[src/sv/ftl_pkg.sv]
`timescale 1ns / 1ps

package ftl_pkg;

	localparam int MAX_TOKEN_LEN_DEF = 49;
	localparam int POS_W = 16;
	localparam int LEN_W = 6;

	typedef enum logic [3:0] {
		KIND_EQUAL         = 4'd0,
		KIND_CELL          = 4'd1,
		KIND_NUMBER        = 4'd2,
		KIND_PLUS          = 4'd3,
		KIND_MINUS         = 4'd4,
		KIND_MULTIPLY      = 4'd5,
		KIND_DIVIDE        = 4'd6,
		KIND_FUNCTION      = 4'd7,
		KIND_LPAREN        = 4'd8,
		KIND_RPAREN        = 4'd9,
		KIND_COLON         = 4'd10,
		KIND_LESS          = 4'd11,
		KIND_GREATER       = 4'd12,
		KIND_LESS_EQUAL    = 4'd13,
		KIND_GREATER_EQUAL = 4'd14,
		KIND_NOT_EQUAL     = 4'd15
	} tok_kind_t;

	typedef enum logic [1:0] {
		ERR_NONE          = 2'd0,
		ERR_INVALID_IDENT = 2'd1,
		ERR_UNEXPECTED    = 2'd2,
		ERR_TOO_LONG      = 2'd3
	} err_code_t;

	typedef enum logic [2:0] {
		MODE_IDLE    = 3'd0,
		MODE_LETTERS = 3'd1,
		MODE_CELLDIG = 3'd2,
		MODE_NUMINT  = 3'd3,
		MODE_NUMFRAC = 3'd4,
		MODE_LT      = 3'd5,
		MODE_GT      = 3'd6
	} lex_mode_t;

	localparam logic [7:0] CH_EQUAL  = 8'h3D;
	localparam logic [7:0] CH_LPAREN = 8'h28;
	localparam logic [7:0] CH_RPAREN = 8'h29;
	localparam logic [7:0] CH_DOT    = 8'h2E;
	localparam logic [7:0] CH_LT     = 8'h3C;
	localparam logic [7:0] CH_GT     = 8'h3E;
	localparam logic [7:0] CH_COLON  = 8'h3A;
	localparam logic [7:0] CH_PLUS   = 8'h2B;
	localparam logic [7:0] CH_MINUS  = 8'h2D;
	localparam logic [7:0] CH_STAR   = 8'h2A;
	localparam logic [7:0] CH_SLASH  = 8'h2F;

	typedef struct packed {
		tok_kind_t         kind;
		logic [POS_W-1:0]  start;
		logic [LEN_W-1:0]  len;
		err_code_t         err;
		logic              last;
	} res_t;

	typedef struct packed {
		logic [1:0] cnt;
		res_t       r0;
		res_t       r1;
	} push_t;

endpackage

[src/sv/ftl_out_fifo.sv]
`timescale 1ns / 1ps

module ftl_out_fifo (
	input  logic          clk,
	input  logic          arst_n,
	input  ftl_pkg::push_t push,
	input  logic          pop,
	output logic          room,
	output logic          head_valid,
	output ftl_pkg::res_t head
);

	ftl_pkg::res_t mem_q [4];
	logic [1:0] wr_ptr_q;
	logic [1:0] rd_ptr_q;
	logic [2:0] count_q;
	logic       do_pop;

	assign head_valid = (count_q != 3'd0);
	assign head       = mem_q[rd_ptr_q];
	assign do_pop     = pop && head_valid;
	// two free slots needed, an item may give two results
	assign room       = (count_q <= 3'd2);

	always_ff @(posedge clk) begin
		if (push.cnt != 2'd0) begin
			mem_q[wr_ptr_q] <= push.r0;
		end
		if (push.cnt == 2'd2) begin
			mem_q[wr_ptr_q + 2'd1] <= push.r1;
		end
	end

	always_ff @(posedge clk or negedge arst_n) begin
		if (!arst_n) begin
			wr_ptr_q <= 2'd0;
			rd_ptr_q <= 2'd0;
			count_q  <= 3'd0;
		end else begin
			wr_ptr_q <= wr_ptr_q + push.cnt;
			if (do_pop) begin
				rd_ptr_q <= rd_ptr_q + 2'd1;
			end
			count_q <= count_q + {1'b0, push.cnt} - {2'b00, do_pop};
		end
	end

endmodule

[src/sv/ftl_lex_core.sv]
`timescale 1ns / 1ps

module ftl_lex_core #(
	parameter int MAX_TOKEN_LEN = ftl_pkg::MAX_TOKEN_LEN_DEF
) (
	input  logic           clk,
	input  logic           arst_n,
	input  logic           in_valid,
	output logic           in_ready,
	input  logic [7:0]     in_byte,
	input  logic           in_end,
	input  logic           room,
	output ftl_pkg::push_t push
);

	localparam logic [ftl_pkg::LEN_W-1:0] MAX_LEN = ftl_pkg::LEN_W'(MAX_TOKEN_LEN);

	// input stage
	logic       valid_s1;
	logic [7:0] byte_s1;
	logic       end_s1;
	logic       step;

	// lexer state
	ftl_pkg::lex_mode_t          mode_q, mode_d;
	logic [ftl_pkg::POS_W-1:0]   bp_q, bp_d;
	logic [ftl_pkg::POS_W-1:0]   ps_q, ps_d;
	logic [ftl_pkg::LEN_W-1:0]   pl_q, pl_d;
	logic                        err_q, err_d;

	// byte classes
	logic c_alpha, c_digit, c_space;

	// idle handling of the byte
	logic               i_emit, i_fail, i_begin;
	ftl_pkg::lex_mode_t i_mode;
	ftl_pkg::res_t      i_res;

	// decode of current mode against byte
	logic                      ext, ovf, fl_v, fl_fail, run_idle, done;
	ftl_pkg::lex_mode_t        ext_mode;
	ftl_pkg::tok_kind_t        fl_kind;
	logic [ftl_pkg::LEN_W-1:0] fl_len;
	ftl_pkg::err_code_t        fl_err;

	// results
	logic [1:0]    n;
	ftl_pkg::res_t r0, r1;

	assign step     = valid_s1 && room;
	assign in_ready = !valid_s1 || step;

	always_ff @(posedge clk or negedge arst_n) begin
		if (!arst_n) begin
			valid_s1 <= 1'b0;
		end else if (in_valid && in_ready) begin
			valid_s1 <= 1'b1;
		end else if (step) begin
			valid_s1 <= 1'b0;
		end
	end

	always_ff @(posedge clk) begin
		if (in_valid && in_ready) begin
			byte_s1 <= in_byte;
			end_s1  <= in_end;
		end
	end

	assign c_alpha = (byte_s1 inside {[8'h41:8'h5A], [8'h61:8'h7A]});
	assign c_digit = (byte_s1 inside {[8'h30:8'h39]});
	assign c_space = (byte_s1 == 8'h20) || (byte_s1 inside {[8'h09:8'h0D]});

	always_comb begin
		i_emit  = 1'b0;
		i_fail  = 1'b0;
		i_begin = 1'b0;
		i_mode  = ftl_pkg::MODE_IDLE;
		i_res   = '{kind: ftl_pkg::KIND_EQUAL, start: bp_q, len: ftl_pkg::LEN_W'(1),
			err: ftl_pkg::ERR_NONE, last: 1'b0};
		if (c_space) begin
			i_mode = ftl_pkg::MODE_IDLE;
		end else if (c_alpha) begin
			i_begin = 1'b1;
			i_mode  = ftl_pkg::MODE_LETTERS;
		end else if (c_digit) begin
			i_begin = 1'b1;
			i_mode  = ftl_pkg::MODE_NUMINT;
		end else if (byte_s1 == ftl_pkg::CH_LT) begin
			i_begin = 1'b1;
			i_mode  = ftl_pkg::MODE_LT;
		end else if (byte_s1 == ftl_pkg::CH_GT) begin
			i_begin = 1'b1;
			i_mode  = ftl_pkg::MODE_GT;
		end else begin
			i_emit = 1'b1;
			unique case (byte_s1)
				ftl_pkg::CH_EQUAL:  i_res.kind = ftl_pkg::KIND_EQUAL;
				ftl_pkg::CH_PLUS:   i_res.kind = ftl_pkg::KIND_PLUS;
				ftl_pkg::CH_MINUS:  i_res.kind = ftl_pkg::KIND_MINUS;
				ftl_pkg::CH_STAR:   i_res.kind = ftl_pkg::KIND_MULTIPLY;
				ftl_pkg::CH_SLASH:  i_res.kind = ftl_pkg::KIND_DIVIDE;
				ftl_pkg::CH_LPAREN: i_res.kind = ftl_pkg::KIND_LPAREN;
				ftl_pkg::CH_RPAREN: i_res.kind = ftl_pkg::KIND_RPAREN;
				ftl_pkg::CH_COLON:  i_res.kind = ftl_pkg::KIND_COLON;
				default: begin
					i_res.err = ftl_pkg::ERR_UNEXPECTED;
					i_fail    = 1'b1;
				end
			endcase
		end
	end

	always_comb begin
		ext      = 1'b0;
		ext_mode = mode_q;
		fl_v     = 1'b0;
		fl_kind  = ftl_pkg::KIND_EQUAL;
		fl_len   = pl_q;
		fl_err   = ftl_pkg::ERR_NONE;
		fl_fail  = 1'b0;
		run_idle = 1'b0;
		done     = 1'b0;
		if (end_s1) begin
			if (!err_q) begin
				unique case (mode_q) inside
					ftl_pkg::MODE_LETTERS: begin
						fl_v   = 1'b1;
						fl_err = ftl_pkg::ERR_INVALID_IDENT;
					end
					ftl_pkg::MODE_CELLDIG: begin
						fl_v    = 1'b1;
						fl_kind = ftl_pkg::KIND_CELL;
					end
					ftl_pkg::MODE_NUMINT, ftl_pkg::MODE_NUMFRAC: begin
						fl_v    = 1'b1;
						fl_kind = ftl_pkg::KIND_NUMBER;
					end
					ftl_pkg::MODE_LT: begin
						fl_v    = 1'b1;
						fl_kind = ftl_pkg::KIND_LESS;
						fl_len  = ftl_pkg::LEN_W'(1);
					end
					ftl_pkg::MODE_GT: begin
						fl_v    = 1'b1;
						fl_kind = ftl_pkg::KIND_GREATER;
						fl_len  = ftl_pkg::LEN_W'(1);
					end
					default: fl_v = 1'b0;
				endcase
			end
		end else if (!err_q) begin
			unique case (mode_q) inside
				ftl_pkg::MODE_LETTERS: begin
					if (c_alpha) begin
						ext = 1'b1;
					end else if (c_digit) begin
						ext      = 1'b1;
						ext_mode = ftl_pkg::MODE_CELLDIG;
					end else if (byte_s1 == ftl_pkg::CH_LPAREN) begin
						fl_v     = 1'b1;
						fl_kind  = ftl_pkg::KIND_FUNCTION;
						run_idle = 1'b1;
					end else begin
						fl_v    = 1'b1;
						fl_err  = ftl_pkg::ERR_INVALID_IDENT;
						fl_fail = 1'b1;
					end
				end
				ftl_pkg::MODE_CELLDIG: begin
					if (c_digit) begin
						ext = 1'b1;
					end else begin
						fl_v     = 1'b1;
						fl_kind  = ftl_pkg::KIND_CELL;
						run_idle = 1'b1;
					end
				end
				ftl_pkg::MODE_NUMINT, ftl_pkg::MODE_NUMFRAC: begin
					if (c_digit) begin
						ext = 1'b1;
					end else if (byte_s1 == ftl_pkg::CH_DOT &&
						mode_q == ftl_pkg::MODE_NUMINT) begin
						ext      = 1'b1;
						ext_mode = ftl_pkg::MODE_NUMFRAC;
					end else begin
						fl_v     = 1'b1;
						fl_kind  = ftl_pkg::KIND_NUMBER;
						run_idle = 1'b1;
					end
				end
				ftl_pkg::MODE_LT: begin
					fl_v = 1'b1;
					if (byte_s1 == ftl_pkg::CH_EQUAL) begin
						fl_kind = ftl_pkg::KIND_LESS_EQUAL;
						fl_len  = ftl_pkg::LEN_W'(2);
						done    = 1'b1;
					end else if (byte_s1 == ftl_pkg::CH_GT) begin
						fl_kind = ftl_pkg::KIND_NOT_EQUAL;
						fl_len  = ftl_pkg::LEN_W'(2);
						done    = 1'b1;
					end else begin
						fl_kind  = ftl_pkg::KIND_LESS;
						fl_len   = ftl_pkg::LEN_W'(1);
						run_idle = 1'b1;
					end
				end
				ftl_pkg::MODE_GT: begin
					fl_v = 1'b1;
					if (byte_s1 == ftl_pkg::CH_EQUAL) begin
						fl_kind = ftl_pkg::KIND_GREATER_EQUAL;
						fl_len  = ftl_pkg::LEN_W'(2);
						done    = 1'b1;
					end else begin
						fl_kind  = ftl_pkg::KIND_GREATER;
						fl_len   = ftl_pkg::LEN_W'(1);
						run_idle = 1'b1;
					end
				end
				default: run_idle = 1'b1;
			endcase
		end
	end

	assign ovf = ext && (pl_q >= MAX_LEN);

	// next state
	always_comb begin
		mode_d = mode_q;
		bp_d   = bp_q;
		ps_d   = ps_q;
		pl_d   = pl_q;
		err_d  = err_q;
		if (end_s1) begin
			mode_d = ftl_pkg::MODE_IDLE;
			bp_d   = '0;
			ps_d   = '0;
			pl_d   = '0;
			err_d  = 1'b0;
		end else begin
			if (bp_q != {ftl_pkg::POS_W{1'b1}}) begin
				bp_d = bp_q + ftl_pkg::POS_W'(1);
			end
			if (!err_q) begin
				if (ovf || fl_fail) begin
					err_d  = 1'b1;
					mode_d = ftl_pkg::MODE_IDLE;
					pl_d   = '0;
				end else if (ext) begin
					mode_d = ext_mode;
					pl_d   = pl_q + ftl_pkg::LEN_W'(1);
				end else if (done) begin
					mode_d = ftl_pkg::MODE_IDLE;
					pl_d   = '0;
				end else if (run_idle) begin
					mode_d = i_mode;
					if (i_begin) begin
						ps_d = bp_q;
						pl_d = ftl_pkg::LEN_W'(1);
					end else begin
						pl_d = '0;
					end
					if (i_fail) begin
						err_d = 1'b1;
					end
				end
			end
		end
	end

	// results
	always_comb begin
		n  = 2'd0;
		r0 = i_res;
		r1 = i_res;
		if (fl_v) begin
			r0 = '{kind: fl_kind, start: ps_q, len: fl_len, err: fl_err, last: 1'b0};
			n  = 2'd1;
			if (run_idle && i_emit) begin
				r1 = i_res;
				n  = 2'd2;
			end
		end else if (ovf) begin
			r0 = '{kind: ftl_pkg::KIND_EQUAL, start: ps_q, len: pl_q,
				err: ftl_pkg::ERR_TOO_LONG, last: 1'b0};
			n  = 2'd1;
		end else if (run_idle && i_emit) begin
			r0 = i_res;
			n  = 2'd1;
		end
		r0.last = (n == 2'd1);
		r1.last = (n == 2'd2);
	end

	assign push.cnt = step ? n : 2'd0;
	assign push.r0  = r0;
	assign push.r1  = r1;

	always_ff @(posedge clk or negedge arst_n) begin
		if (!arst_n) begin
			mode_q <= ftl_pkg::MODE_IDLE;
			bp_q   <= '0;
			ps_q   <= '0;
			pl_q   <= '0;
			err_q  <= 1'b0;
		end else if (step) begin
			mode_q <= mode_d;
			bp_q   <= bp_d;
			ps_q   <= ps_d;
			pl_q   <= pl_d;
			err_q  <= err_d;
		end
	end

endmodule

[src/sv/formula_token_lexer_top.sv]
`timescale 1ns / 1ps

// channel   dir  tdata                             tuser                  tlast
// s_axis    in   [7:0] char_byte                   -                      end_of_formula
// m_axis    out  [15:0] token_start,               [3:0] token_kind,      last_of_item
//                [21:16] token_length              [5:4] error_code
//
// one character per cycle while the result queue has room; a taken beat waits in the
// input register and moves on to the result queue when the queue has room
// a character gives up to two tokens, drained one per ready cycle from a 4-entry queue
// input stalls while a beat waits in the input register and the queue has
// fewer than two free entries
// arst_n clears mode, position, error latch and the queue

module formula_token_lexer_top #(
	parameter int MAX_TOKEN_LEN = ftl_pkg::MAX_TOKEN_LEN_DEF
) (
	input  logic        clk,
	input  logic        arst_n,
	input  logic        s_axis_tvalid,
	output logic        s_axis_tready,
	input  logic [7:0]  s_axis_tdata,   // [7:0] char_byte
	input  logic        s_axis_tlast,
	output logic        m_axis_tvalid,
	input  logic        m_axis_tready,
	output logic [23:0] m_axis_tdata,   // [15:0] token_start, [21:16] token_length
	output logic [5:0]  m_axis_tuser,   // [3:0] token_kind, [5:4] error_code
	output logic        m_axis_tlast
);

	ftl_pkg::push_t push;
	ftl_pkg::res_t  head;
	logic           room;

	ftl_lex_core #(
		.MAX_TOKEN_LEN(MAX_TOKEN_LEN)
	) u_core (
		.clk      (clk),
		.arst_n   (arst_n),
		.in_valid (s_axis_tvalid),
		.in_ready (s_axis_tready),
		.in_byte  (s_axis_tdata),
		.in_end   (s_axis_tlast),
		.room     (room),
		.push     (push)
	);

	ftl_out_fifo u_fifo (
		.clk        (clk),
		.arst_n     (arst_n),
		.push       (push),
		.pop        (m_axis_tready),
		.room       (room),
		.head_valid (m_axis_tvalid),
		.head       (head)
	);

	assign m_axis_tdata = {2'b00, head.len, head.start};
	assign m_axis_tuser = {head.err, head.kind};
	assign m_axis_tlast = head.last;

endmodule

[config.mk]
export PLATFORM = sky130hd
export DESIGN_NAME = formula_token_lexer_top
export DESIGN_NICKNAME = d
export VERILOG_FILES = /design/src/sv/ftl_pkg.sv /design/src/sv/ftl_out_fifo.sv /design/src/sv/ftl_lex_core.sv /design/src/sv/formula_token_lexer_top.sv
export SDC_FILE = /design/constraint.sdc
export NUM_CORES = 1
export LEC_CHECK = 0
export BUFFER_PORTS_ARGS = -buffer_cell sky130_fd_sc_hd__buf_2
export CORE_MARGIN = 8
export CORE_UTILIZATION = 46
export CTS_BUF_LIST = sky130_fd_sc_hd__clkbuf_4 sky130_fd_sc_hd__clkbuf_8
export DETAILED_ROUTE_END_ITERATION = 7
export PLACE_DENSITY = 0.66
export SETUP_SLACK_MARGIN = 0.15
export SYNTH_ARGS = -nofsm -noshare
export SYNTH_HDL_FRONTEND = slang
export SYNTH_SLANG_ARGS = --single-unit
[constraint.sdc]
create_clock -name clk -period 8.85 [get_ports clk]
set_input_delay 0.4425 -clock clk [delete_from_list [all_inputs] [get_ports clk]]
set_output_delay 0.4425 -clock clk [all_outputs]
set_load 0.01 [all_outputs]
==> results.json <==
{
  "status": "completed",
  "dr.pass1.iters": 5,
  "grt_pass1_wl_um": 36500,
  "drc": 0,
  "synthCells": 802,
  "period_minus_slack_ps": 4700,
  "final_common_cell": "edfxtp_1",
  "tns_ps": 0,
  "core-area_sq_mm": 0.0200,
  "cp_slowest_cell": "o21ai_1",
  "rows": 52,
  "clock_path_buffers": 2,
  "postRouteAntennaNets": 0,
  "drive_gt1_frac": 0.194,
  "synth_cell_types": 77,
  "place_congestion": 0.931,
  "grt_pass1_vias": 6667,
  "num-fill-cells": 1799,
  "worst-setup-path-type": "reg2reg",
  "fmax_ghz": 0.213,
  "p_leak_nw": 3.76,
  "die_h_um": 158,
  "dp_hpwl_um": 15600,
  "finalHoldViolations": 0,
  "clkTransAtPathRegs_ps": 120,
  "hold_buffers": 0,
  "cts.sinks": 175,
  "viasPerCell": 6.10,
  "final-setup-viol-count": 0,
  "cts_root_buf": "clkbuf_8",
  "cts_buffers": 17,
  "finalPower_w": 0.00249,
  "antenna_found_initial": 0,
  "post_cts_buffers": 0,
  "cp.required_ps": 8820,
  "ys_dominant_reg_cell": "edfxtp_1",
  "synth_edf_count": 97,
  "port_buffers": 43,
  "die_w_um": 158,
  "ys_seq_area_frac": 0.512,
  "ys_ff_latch": 175,
  "htreeDepth": 4,
  "slew_violations": 0,
  "path_cells": "or4b_4 -> or2_1 -> a21oi_2 -> a221oi_2 -> or3_1 -> o21ai_1 -> nand2_1",
  "synth.avg_cell_area_sq_um": 11.5,
  "max_slew_margin": 0.230,
  "tritoncts": "done",
  "first_iter_violations": 554,
  "syn_area_sq_mm": 0.00923,
  "start_util": 0.462,
  "rsz0062_at_grt": "false",
  "areaGrowthSynthToFinish_pct": 8.62,
  "grt_usage": 0.190,
  "tightest_slew_ps": 1150,
  "yosys_warnings": 0,
  "clock_skew_ps": 18.1,
  "ctsResizeCount": 0,
  "avgRoutedWirePerCell_um": 20.8,
  "gr-total-overflow": 0,
  "critPathCaptureType": "flop",
  "ios": 46,
  "powerDensity_mw_per_mm2": 248,
  "async_flop_share": 0.286,
  "max_stage_delay_ps": 910,
  "num_antenna_cells": 0,
  "layout_common_cells": "edfxtp_1, a22o_1, nand2_1",
  "hold_class": "in2async",
  "finalWirelength_um": 22600,
  "cap_violations": 0,
  "grt_max_degree": 51,
  "design.final.nets": 828,
  "dieArea_sq_mm": 0.0248,
  "crit_fanout": 22,
  "cp.arrival_ps": 4670,
  "insertion_delay_ps": 480,
  "ir_drop_uv": 150,
  "worstSetupStartpointType": "flop",
  "vias": 6638,
  "finalCritPeriodShare": 0.531
}
-- cells in the mapped netlist (all sizes together), types with 17 or more instances --
cell type,instances,area (sq um)
a21oi,33,169
a22o,66,578
buf,26,131
clkbuf,44,165
dfrtp,50,1250
dfxtp,28,561
edfxtp,97,2910
mux2i,26,260
mux4,29,653
nand2,63,236
nand4,22,138
nor2,41,154
nor3,17,90.1
o21ai,41,216
o22ai,20,144
-- area by class of cell --
cell class | instances | area [sq um] | area share
Inverter | 15 | 56.3 | 0.00562
Clock buffer | 17 | 234 | 0.0233
Tap cell | 270 | 338 | 0.0337
Timing Repair Buffer | 54 | 298 | 0.0297
Sequential cell | 175 | 4730 | 0.471
Multi-Input combinational cell | 543 | 4150 | 0.414
Clock inverter | 15 | 218 | 0.0217
-- cell families after synthesis --
logic type | after synthesis | share of synthesized area
simple gates | 231 | 0.132
mux | 59 | 0.104
xor+xnor | 19 | 0.0180
buf+inv | 85 | 0.0382
other cells | 1 | 0.000406
compound gates | 223 | 0.183
flops | 175 | 0.512
fa+ha+maj | 9 | 0.0130
-- flip-flops by register name, indices dropped and copies added (netlist names) --
name             flops
u_core.mode_q        3
u_core.err_q         1
u_fifo.count_q       3
u_fifo.wr_ptr_q      2
u_core.end_s1        1
u_core.pl_q          6
u_core.ps_q         16
u_core.valid_s1      1
u_core.byte_s1       8
u_core.bp_q         16
u_fifo.mem_q       116
u_fifo.rd_ptr_q      2
-- layer usage --
metal,vias up,wire length (um),GRT usage,share of wire
li1,3102,-,-,-
met1,3294,10500,0.252,0.46
met2,210,10700,0.306,0.47
met3,32,1060,0.0330,0.047
met4,0,411,0.0675,0.018
met5,-,0,0,0
-- per-stage QoR --
step | utilization | instance area [sq um] | setup WS [ps] | hold slack (ps) | cells
2_1_floorplan | - | 9230 | 5360 | 147 | 803
3_3_place_gp | 0.479 | 9570 | 4300 | 449 | 1057
3_5_place_dp | 0.479 | 9570 | 4160 | 454 | 1057
4_1_cts | 0.502 | 10000 | 4130 | 68.0 | 1089
5_1_grt | 0.502 | 10000 | 3820 | 103 | 1089
6_report | 0.502 | 10000 | 4150 | 72.4 | 1089
-- power breakdown --
part / total (W) / switching, W / leakage [nW] / internal (W)
sequential: 0.00106 / 0.000106 / 1.81 / 0.000951
combinational: 0.000833 / 0.000504 / 1.73 / 0.000328
clock: 0.000600 / 0.000369 / 0.221 / 0.000231
-- path summary, 6_finish.rpt --
kind / to / slack (ps) / startpoint / cells past startpoint
worst max register to register: u_fifo.mem_q[0][2]$_DFFE_PP_ / 4150 / u_core.byte_s1[4]$_DFFE_PP_ / 7
worst min-delay path: u_core.ps_q[9]$_DFFE_PN0P_ / 70 / arst_n / 2
max in group asynchronous: u_fifo.rd_ptr_q[0]$_DFFE_PN0P_ / 8250 / arst_n / 2
worst max-delay path: u_fifo.mem_q[0][2]$_DFFE_PP_ / 4150 / u_core.byte_s1[4]$_DFFE_PP_ / 7
min in group clk: u_core.byte_s1[0]$_DFFE_PP_ / 140 / s_axis_tdata[0] / 1
worst min register to register: u_fifo.mem_q[2][4]$_SDFFE_PP0P_ / 470 / u_fifo.mem_q[2][4]$_SDFFE_PP0P_ / 2
-- worst max-delay path: cells and delay by family, from the launching register on --
kind	cells	cell delay (ps)
AND/OR/NAND/NOR	4	2410
flip-flops	1	570
AO/OA/AOI/OAI	3	1220
Note: power is estimated with default switching activity, not from simulation.
